File: src/pwm_pkg.sv
// shared constants and types for the pick window majority id block
package pwm_pkg;

    localparam int ID_W           = 32;
    localparam int COUNT_W        = 7;
    localparam int MAX_PIXELS_DEF = 64;

    localparam logic [COUNT_W-1:0] COUNT_MAX = {COUNT_W{1'b1}};
    localparam logic [COUNT_W-1:0] COUNT_ONE = COUNT_W'(1);

    typedef struct packed {
        logic valid;
        logic take;
        logic alloc;
    } cell_ctrl_t;

endpackage

File: src/pwm_cell.sv
// one table entry: stored id, saturating hit count and id compare
module pwm_cell (
    input  logic                       clk,
    input  pwm_pkg::cell_ctrl_t        ctrl,
    input  logic [pwm_pkg::ID_W-1:0]   pixel_id,
    output logic                       match,
    output logic [pwm_pkg::COUNT_W-1:0] count_hit
);
    import pwm_pkg::*;

    logic [ID_W-1:0]    id_reg;
    logic [COUNT_W-1:0] count_reg;
    logic [COUNT_W-1:0] count_inc;

    assign match     = ctrl.valid && (id_reg == pixel_id);
    assign count_inc = (count_reg == COUNT_MAX) ? COUNT_MAX : count_reg + COUNT_ONE;
    assign count_hit = match ? count_inc : '0;

    always_ff @(posedge clk)
    begin
        if (ctrl.take && match)
        begin
            count_reg <= count_inc;
        end
        else if (ctrl.take && ctrl.alloc)
        begin
            id_reg    <= pixel_id;
            count_reg <= COUNT_ONE;
        end
    end

endmodule

File: config.mk
export PLATFORM = sky130hd
export DESIGN_NAME = pwm_cell
export DESIGN_NICKNAME = d
export VERILOG_FILES = /design/src/pwm_pkg.sv /design/src/pwm_cell.sv
export SDC_FILE = /design/constraint.sdc
export NUM_CORES = 1
export LEC_CHECK = 0
export ABC_AREA = 1
export BUFFER_PORTS_ARGS = -buffer_cell sky130_fd_sc_hd__buf_2
export CAP_MARGIN = 20
export CORE_ASPECT_RATIO = 1.75
export CORE_MARGIN = 2
export CORE_UTILIZATION = 25
export CTS_CLUSTER_DIAMETER = 200
export DETAILED_ROUTE_END_ITERATION = 12
export PLACE_DENSITY = 0.4
export SLEW_MARGIN = 40
export SYNTH_ARGS = -nofsm -noshare
export SYNTH_HDL_FRONTEND = slang
export SYNTH_SLANG_ARGS = --single-unit
File: constraint.sdc
create_clock -name clk -period 7.45 [get_ports clk]
set_input_delay 0.3725 -clock clk [delete_from_list [all_inputs] [get_ports clk]]
set_output_delay 0.3725 -clock clk [all_outputs]
set_load 0.01 [all_outputs]
==> metrics, run 1 <==
CP most frequent cell=nand3_1; top post-synthesis cells by area=edfxtp_1, nand2_1, inv_1, nor2_1, nand3_1; Worst R2R End=id_reg[8]; Mapped Area=between 2000 and 2500 sq um; Final #Nets=396; CP Launch Point=id_reg[30]; Crit. End Element=primary output; Core Util, Final=~31%; CTS tree=yes; Switching Fraction=24.8%; mux cell area share after synthesis=0%; GR Util All Layers=roughly an eighth; initial antenna violation count=0; Final setup viols=0; setup_tns=0 ps; Ports=44; Final Cycle Share=a little under a third; crit path cell chain=xnor2_1, nand3_1, nor2_1, nand2_1, nor2_2, nand3_1, inv_1, buf_2; DRC errors left=0; drt initial violations=74; CTS sink cnt=39; # Post-CTS Setup Buffers=0; Max Transition Viols Final=0; Slew HR=69.3%; die width=about 77 um; largest area contributor in the netlist=edfxtp_1; Avg Inst Size Synth=approximately 7.5 sq um; vias in the first global route=between 1500 and 2000; min Tclk post-route=about 2200 ps; via-per-instance ratio=~4; standard-cell rows=46; hold path cells=1; root buf cell=clkbuf_16; Critical Path Max Stage Delay=390 ps; Buf+Inv Stages, Crit Path=2; most frequent cells in the layout=nand2_1, inv_1, buf_2, nor2_1, edfxtp_1; Sw Pwr=around 0.13 mW; WP data arrival=~1900 ps; critical setup path kind=flop to primary output; first-pass GRT wire length=between 9000 and 10000 um; # resized after CTS=0; main combinational cell family by area after synthesis=simple AND/OR/NAND/NOR gates; Post-Syn Instances=between 300 and 400; Setup crit start kind=flop; Max Buffers Root-to-Sink=2; ratio of cells with drive above 1 in the final layout=17.8%; ANT cells=0; number of port buffers=between 40 and 50; most common cell after layout, fill and taps aside=nand2_1; Syn Nets=~350; die area=about 10000 sq um; Crit Path Max Fanout=6; sequential area share after synthesis=50.8%; Reg2Reg Setup Slack=5540 ps; worst r2r src=id_reg[30]; PD cells=191 nW/um^2; Least-Margin Pin Slew=roughly 460 ps; Worst-Skew Late Latency=280 ps; min-delay src=pixel_id[7]; RSZ-0062 raised after global routing=no; FF-to-FF path depth=7; DRT antenna net count=0; Power Total=0.539 mW; fillers=1005; Reg power frac=a little under 50%; H-tree depth=2; TritonCTS buffer count=5; drt wl/cell=between 10 and 15 um; HP Class=input port to flop; Gate power share=between 10% and 20%; Max Fclk=between 400 and 500 MHz; Post-Route WL=5710 um; number of synthesized register bits=39; post-synth cell types=18; end point of the worst hold path=id_reg[7]; Via Count=between 1500 and 2000; warnings from Yosys=0; Slowest-stage cell, CP=edfxtp_1; Worst VDD drop=0.112 mV; CTS hold repair buffers=0; total core area=9040 sq um; CP top delay family=simple AND/OR/NAND/NOR gates; Synth Area in Adders=0.543%; number of max-cap violations=0; Setup Skew=~4.5 ps; Post-Synth XOR/XNOR Area=2.28%; routability cong.=around 0.76; internal power=0.406 mW; leakage power=around 1.5 nW; Initial Util=around 26%; run status=finished, final reports clean; final hold vios=0; Post-DP HPWL=about 4700 um; Syn-to-layout area delta=22.3%; complex-gate fraction of the synthesized area=roughly 1.6%; Worst EP required=just over 7000 ps; GRT Residual Overflow=0; max FFs per register=32; largest net degree at the start of global routing=33; clock share of power=38.6%; Post-Synth Simple-Gate Area=approximately 34%; CTS clock-pin slew for the worst setup and hold paths=60 ps; chip height=131 um; Synth top area share=roughly half; DRT Pass-1 Iters=4
## Yosys cell counts, drive strengths merged
master,count
nand3,12
nor2,48
xnor2,5
nand3b,3
nand2,113
ha,1
or2,4
edfxtp,39
inv,68
nor3,2
xor2,1
nand4,5
o21a,1
o21ai,6
## cell type report
class	count	area (sq um)	area share, %
Clock buffer	7	133	4.71
Clock inverter	1	5.00	0.178
Inverter	68	255	9.06
Multi-Input combinational cell	201	881	31.3
Sequential cell	39	1170	41.6
Tap cell	120	150	5.33
Timing Repair Buffer	44	223	7.90
## per-layer routing
| metal | share of wire, % | GRT usage [%] |
|---|---|---|
| met1 | 38 | 12.3 |
| met3 | 2.5 | 2.13 |
| met5 | 0 | 0 |
| met4 | 2.0 | 5.78 |
| met2 | 58 | 25.4 |
## worst max-delay path by stage
stage	endpoint	slack [ps]	cells past startpoint
after floorplan	id_reg[0]	4680	7
after global routing	count_hit[2]	4960	12
after CTS	count_hit[4]	5110	8
final	count_hit[3]	5200	8
after detailed placement	count_hit[4]	5310	9
after global placement	count_hit[4]	5320	9
## power by group through the flow
stage | Sequential [mW] | Clock [mW] | Combinational (mW)
finish | 0.262 | 0.208 | 0.0686
global route | 0.264 | 0.222 | 0.0807
CTS | 0.262 | 0.219 | 0.0713
detailed placement | 0.267 | 0 | 0.0708
global placement | 0.267 | 0 | 0.0705
floorplan | 0.266 | 0 | 0.0426
## through the flow
| stage | instance area, sq um | hold WS, ps | setup WS, ps | std cells |
|---|---|---|---|---|
| finish | 2820 | 279 | 5200 | 480 |
| CTS | 2820 | 269 | 5110 | 480 |
| floorplan | 2300 | 471 | 4680 | 308 |
| detailed placement | 2680 | 568 | 5310 | 472 |
| global placement | 2680 | 568 | 5320 | 472 |
| global route | 2820 | 275 | 4960 | 480 |
## cell families (layout without fill, tap and decap cells)
group	count (synthesis)	in the layout
buffers and inverters	68	120
adders and majority gates	1	1
DFF	39	39
and+or+nand+nor	187	187
xor gates and xnor gates	6	6
AOI/OAI and AO/OA	7	7
(Power assumes the default switching activity.)
==> run 2, diff against run 1 <==
Settings changed: ABC_AREA 1 to 0, PLACE_DENSITY 0.4 to 0.42.
Clock period 7.45 ns to 2.1 ns, I/O delays scaled along.
==> metrics, run 2 <==
worst r2r src=id_reg[11]; Least-Margin Pin Slew=441 ps (-19.3 ps); fraction of registers with async set/reset=0% (unchanged); Worst EP required=2000 ps (-5080 ps); WHS=29.5 ps (-250 ps); Reg power frac=52.3% (+3.6 points); H-tree depth=2 (unchanged); number of synthesized register bits=39 (unchanged); Gate power share=8.6% (-4.1 points); DRT Pass-1 Iters=4 (unchanged); mux cell area share after synthesis=0% (unchanged); vias in the first global route=1213 (-38%); Post-Syn Instances=120 (-61%); Setup WS post-layout=125 ps (-5080 ps); Worst-Skew Late Latency=280 ps (about the same); CTS tree=yes; total core area=6860 sq um (-24%); max FFs per register=32 (unchanged); Max Transition Viols Final=0 (unchanged); most common cell after layout, fill and taps aside=buf_2; Switching Fraction=20.3% (-4.5 points); RSZ-0062 raised after global routing=yes; Syn-to-layout area delta=30.0%; WP data arrival=1870 ps (about the same); main combinational cell family by area after synthesis=XOR/XNOR gates; DRC errors left=0 (unchanged); Final Cycle Share=94.1%; largest area contributor in the netlist=edfxtp_1; standard-cell rows=40 (-13%); internal power=1.42 mW (+250%); Via Count=1153 (-40%); Crit. End Element=primary output; largest net degree at the start of global routing=33 (unchanged); CP Launch Point=count_reg[0]; drt initial violations=53 (-28%); Final #Nets=212 (-46%); GR Util All Layers=10.0% (-2.5 points); Place WS=48.2 ps (-5260 ps); number of synthesized flops with an enable pin=39 (unchanged); warnings from Yosys=0 (unchanged); min Tclk post-route=between 1500 and 2000 ps; die width=67.5 um (-12%); Core Util, Final=33.5% (+2.3 points); Max Fclk=between 500 and 600 MHz; PD cells=776 nW/um^2 (+310%); Post-Route WL=3550 um (-38%); complex-gate fraction of the synthesized area=2.62% (+0.99 points); Worst VDD drop=0.618 mV (+450%); met3 wire length=172 um (+22%); DRT antenna net count=0 (unchanged); Post-Synth Simple-Gate Area=11.4% (-22 points); die area=7780 sq um (-22%); post-synth cell types=22 (+4); CTS hold repair buffers=0 (unchanged); max layer used=met4; Post-Synth XOR/XNOR Area=17.9% (+16 points); critical setup path kind=flop to primary output; clock share of power=39.1% (+0.5 points); Slew HR=70.6% (+1.3 points); via-per-instance ratio=4.43 (+10%); chip height=115 um (-12%); ANT cells=0 (unchanged); Synth top area share=66.3% (+16 points); Power Total=1.78 mW (+230%); Ports=44 (unchanged); initial antenna violation count=0 (unchanged); ys flop type=edfxtp_1; top cells by count, synth=edfxtp_1, xnor2_1, nor2_1, nand4_1, xor2_1; root buf cell=clkbuf_16; Final setup viols=0 (unchanged); Sw Pwr=0.361 mW (+170%); number of port buffers=43 (unchanged); most frequent cells in the layout=buf_2, edfxtp_1, xnor2_1, nand4_1, nor2_1; run status=finished, final reports clean; final hold vios=0 (unchanged); setup_tns=0 ps (unchanged); Initial Util=25.7% (+0.24 points); first-pass GRT wire length=5610 um (-40%); metal2 WL=1970 um (-40%); Mapped Area=1770 sq um (-23%); Max Buffers Root-to-Sink=2 (unchanged); Synth Area in Adders=0.709% (+0.17 points); ratio of cells with drive above 1 in the final layout=36.4% (+19 points); metal1 wirelength=1320 um (-39%); CTS sink cnt=39 (unchanged); Post-DP HPWL=2780 um (-41%); Setup crit start kind=flop; min-delay src=pixel_id[1]; sequential area share after synthesis=66.3% (+16 points); Setup Skew=3.84 ps (-0.669 ps); GRT Residual Overflow=0 (unchanged); TritonCTS buffer count=5 (unchanged); count leader, synth=edfxtp_1; number of max-cap violations=0 (unchanged); routability cong.=0.700 (-8.3%); HP Class=input port to flop; Avg Inst Size Synth=14.7 sq um (+97%); Crit Path Max Fanout=4 (-2); Syn Nets=157 (-54%); drt wl/cell=13.6 um (+15%); CTS clock-pin slew for the worst setup and hold paths=50 ps (about the same); leakage power=0.851 nW (-42%); top post-synthesis cells by area=edfxtp_1, xnor2_1, nand4_1, xor2_1, nor3_2
## run 2: cell types whose count changed after synthesis, moves of 4 or more
| cell | before | now |
|---|---|---|
| xnor2_1 | 5 | 31 |
| nand2_1 | 113 | 1 |
| nand3_1 | 12 | 3 |
| nor2_1 | 41 | 8 |
| inv_1 | 66 | 3 |
| a21oi_1 | 0 | 4 |
| nor2_2 | 6 | 0 |
| xor2_1 | 1 | 5 |
| or2_2 | 4 | 0 |
## run 2: per-layer routing
metal / track usage, % / up-vias
met5: 0 / -
met4: 4.90 / 0
met3: 2.84 / 7
met2: 18.4 / 34
met1: 9.92 / 557
li1: - / 555
## run 2: area by class of cell
type,count,area (sq um)
clock buffer,6,129
clock inverter,2,7.51
fill,687,4560
inverter,3,11.3
multi-input combinational,77,604
sequential,39,1170
tap,84,105
timing repair buffer,49,268
## run 2: worst max-delay path, cell delays in order, from the launching register on
cell      delay (ps)
edfxtp_1         440
ha_1             260
and3_1           250
and4_1           260
nor2_1           220
nor2_2            40
buf_2            130
## run 2: path summary, 6_finish.rpt
path / endpoint / slack (ps) / cells past startpoint
max: count_hit[2] / 120 / 6
min: id_reg[1] / 30 / 1
max reg2reg: count_reg[0] / 150 / 6
min reg2reg: count_reg[0] / 720 / 2
## run 2: power by group through the flow
| stage | Clock, mW | Combinational, mW | Sequential (mW) |
|---|---|---|---|
| after floorplan | 0 | 0.0838 | 0.942 |
| after global placement | 0 | 0.146 | 0.945 |
| after detailed placement | 0 | 0.151 | 0.948 |
| after CTS | 0.715 | 0.152 | 0.932 |
| after global routing | 0.754 | 0.170 | 0.936 |
| final | 0.696 | 0.154 | 0.931 |
## run 2: stage by stage
| step | std cells | cell area [sq um] |
|---|---|---|
| 2_1_floorplan | 120 | 1770 |
| 3_3_place_gp | 251 | 2120 |
| 3_5_place_dp | 251 | 2120 |
| 4_1_cts | 259 | 2250 |
| 5_1_grt | 260 | 2300 |
| 6_report | 260 | 2300 |
## run 2: kinds of logic (layout without fill, tap and decap cells)
family / after synthesis / count (layout)
compound gates: 8 / 8
xor+xnor: 36 / 36
fa+ha+maj: 1 / 1
buf+inv: 4 / 60
flops: 39 / 39
simple gates: 32 / 32
## run 2: what timing repair did
item,4_1_cts,5_1_grt
resized for setup,0,9
buffers inserted,0,1
setup endpoints to repair,0,45
==> run 3, diff against run 2 <==
Settings changed: BUFFER_PORTS_ARGS -buffer_cell sky130_fd_sc_hd__buf_2 to default, DONT_BUFFER_PORTS from default to 1, PLACE_DENSITY 0.42 to 0.36.
==> metrics, run 3 (synthesized netlist as in run 2, its figures left out) <==
run status=finished, final reports clean; setup_tns=0 ps (unchanged); Least-Margin Pin Slew=336 ps (-105 ps); DRC errors left=0 (unchanged); largest net degree at the start of global routing=33 (unchanged); PD cells=745 nW/um^2 (-4.0%); routability cong.=0.693 (-0.96%); Post-Route WL=3660 um (+3.2%); Max Fclk=511 MHz (+1.0%); most common cell after layout, fill and taps aside=edfxtp_1; Power Total=1.79 mW (+0.22%); Worst-Skew Late Latency=280 ps (about the same); Worst VDD drop=0.532 mV (-14%); Crit. End Element=flop; total core area=6860 sq um (unchanged); CTS sink cnt=39 (unchanged); initial antenna violation count=0 (unchanged); DRT antenna net count=0 (unchanged); ANT cells=0 (unchanged); worst r2r src=id_reg[24]; standard-cell rows=40 (unchanged); min Tclk post-route=1960 ps (-19.8 ps); H-tree depth=2 (unchanged); Max Buffers Root-to-Sink=2 (unchanged); Setup Skew=5.42 ps (+1.58 ps); number of max-cap violations=0 (unchanged); Initial Util=25.7% (unchanged); Final setup viols=0 (unchanged); min-delay src=ctrl[0]; Worst R2R End=count_reg[5]; root buf cell=clkbuf_16; Ports=44 (unchanged); hold path cells=3 (+2); CTS tree=yes; Crit Path Max Fanout=8 (+4); via-per-instance ratio=4.38 (-1.3%); die width=67.5 um (unchanged); Max Transition Viols Final=0 (unchanged); TritonCTS buffer count=5 (unchanged); Setup crit start kind=flop; max FFs per register=32 (unchanged); Critical Path Max Stage Delay=370 ps (-70 ps); drt initial violations=29 (-45%); HP Class=input port to flop; GRT Residual Overflow=0 (unchanged); vias in the first global route=1225 (+0.99%); chip height=115 um (unchanged); Via Count=1090 (-5.5%); die area=7780 sq um (unchanged); Syn-to-layout area delta=35.7%; RSZ-0062 raised after global routing=no; Slew HR=77.5% (+6.9 points); Buf+Inv Stages, Crit Path=1 (unchanged); first-pass GRT wire length=5850 um (+4.3%); Worst EP required=2090 ps (+90 ps); FF-to-FF path depth=6 (unchanged); most frequent cells in the layout=edfxtp_1, dlygate4sd3_1, xnor2_1, nand4_1; Final #Nets=201 (-5.2%); GR Util All Layers=10.7% (+0.63 points); final hold vios=0 (unchanged); WP data arrival=1950 ps (+80 ps); drt wl/cell=14.7 um (+7.7%); DRT Pass-1 Iters=4 (unchanged); CP top delay family=simple AND/OR/NAND/NOR gates; Reg2Reg Setup Slack=140 ps (about the same); CTS clock-pin slew for the worst setup and hold paths=60 ps (about the same); Post-DP HPWL=2570 um (-7.5%); crit path cell chain=xor2_1, nor4_1, and3_2, nand4_4, a21oi_1, buf_4; end point of the worst hold path=count_reg[3]; Slowest-stage cell, CP=edfxtp_1; Final Cycle Share=93.1% (-0.94 points); critical setup path kind=flop to flop; ratio of cells with drive above 1 in the final layout=12.1% (-24 points); leakage power=0.801 nW (-6.0%); number of port buffers=0 (-100%)
run 3: changes by cell type in the layout (fill, tap and decap cells not counted), sizes merged:
cell	before	now
dlygate4sd3	0	32
buf	49	6
run 3: metal layers:
metal  vias up  GRT usage [%]  routed length (um)
li1        533              -                   -
met1       517           10.8                1350
met2        33           18.1                1990
met3         7           4.01                 219
met4         0           6.12                 102
met5         -              0                   0
run 3: power breakdown:
group	switching (mW)	internal [mW]
Sequential	0.0216	0.910
Combinational	0.0573	0.0981
Clock	0.267	0.431
run 3: how the worst max path moves through the flow:
stage	endpoint	cells past startpoint	slack, ps	start
after CTS	count_hit[1]	6	50	id_reg[25]
after global routing	count_hit[2]	6	20	id_reg[25]
final	count_reg[5]	6	140	id_reg[24]
after floorplan	count_reg[0]	6	30	id_reg[25]
after detailed placement	count_reg[2]	6	140	id_reg[25]
after global placement	id_reg[6]	6	180	id_reg[25]
run 3: through the flow:
step,worst slack (ps),hold WS [ps],util (%),instances,area [sq um]
global placement,183,204,27.8,207,1910
CTS,49.9,239,34.5,247,2360
global route,19.0,258,34.9,249,2400
finish,145,246,34.9,249,2400
detailed placement,137,204,27.8,207,1910
floorplan,29.7,204,-,120,1770
run 3: cell type report:
class                      instances  area, sq um
fill                             683         4460
sequential                        39         1170
multi-input combinational         77          591
timing repair buffer              38          382
clock buffer                       6          129
tap                               84          105
inverter                           3         11.3
clock inverter                     2         7.51
run 3: worst min-delay path, stage by stage:
cell and delay, ps:
inv_1 30, a21oi_1 70, buf_4 150
run 3: what timing repair did:
item | in CTS | in global routing
hold buffers | 32 | 0
endpoints found under the hold margin | 32 | 0
gates resized for setup | 0 | 5
endpoints found under the setup margin | 0 | 3
buffers inserted | 0 | 2
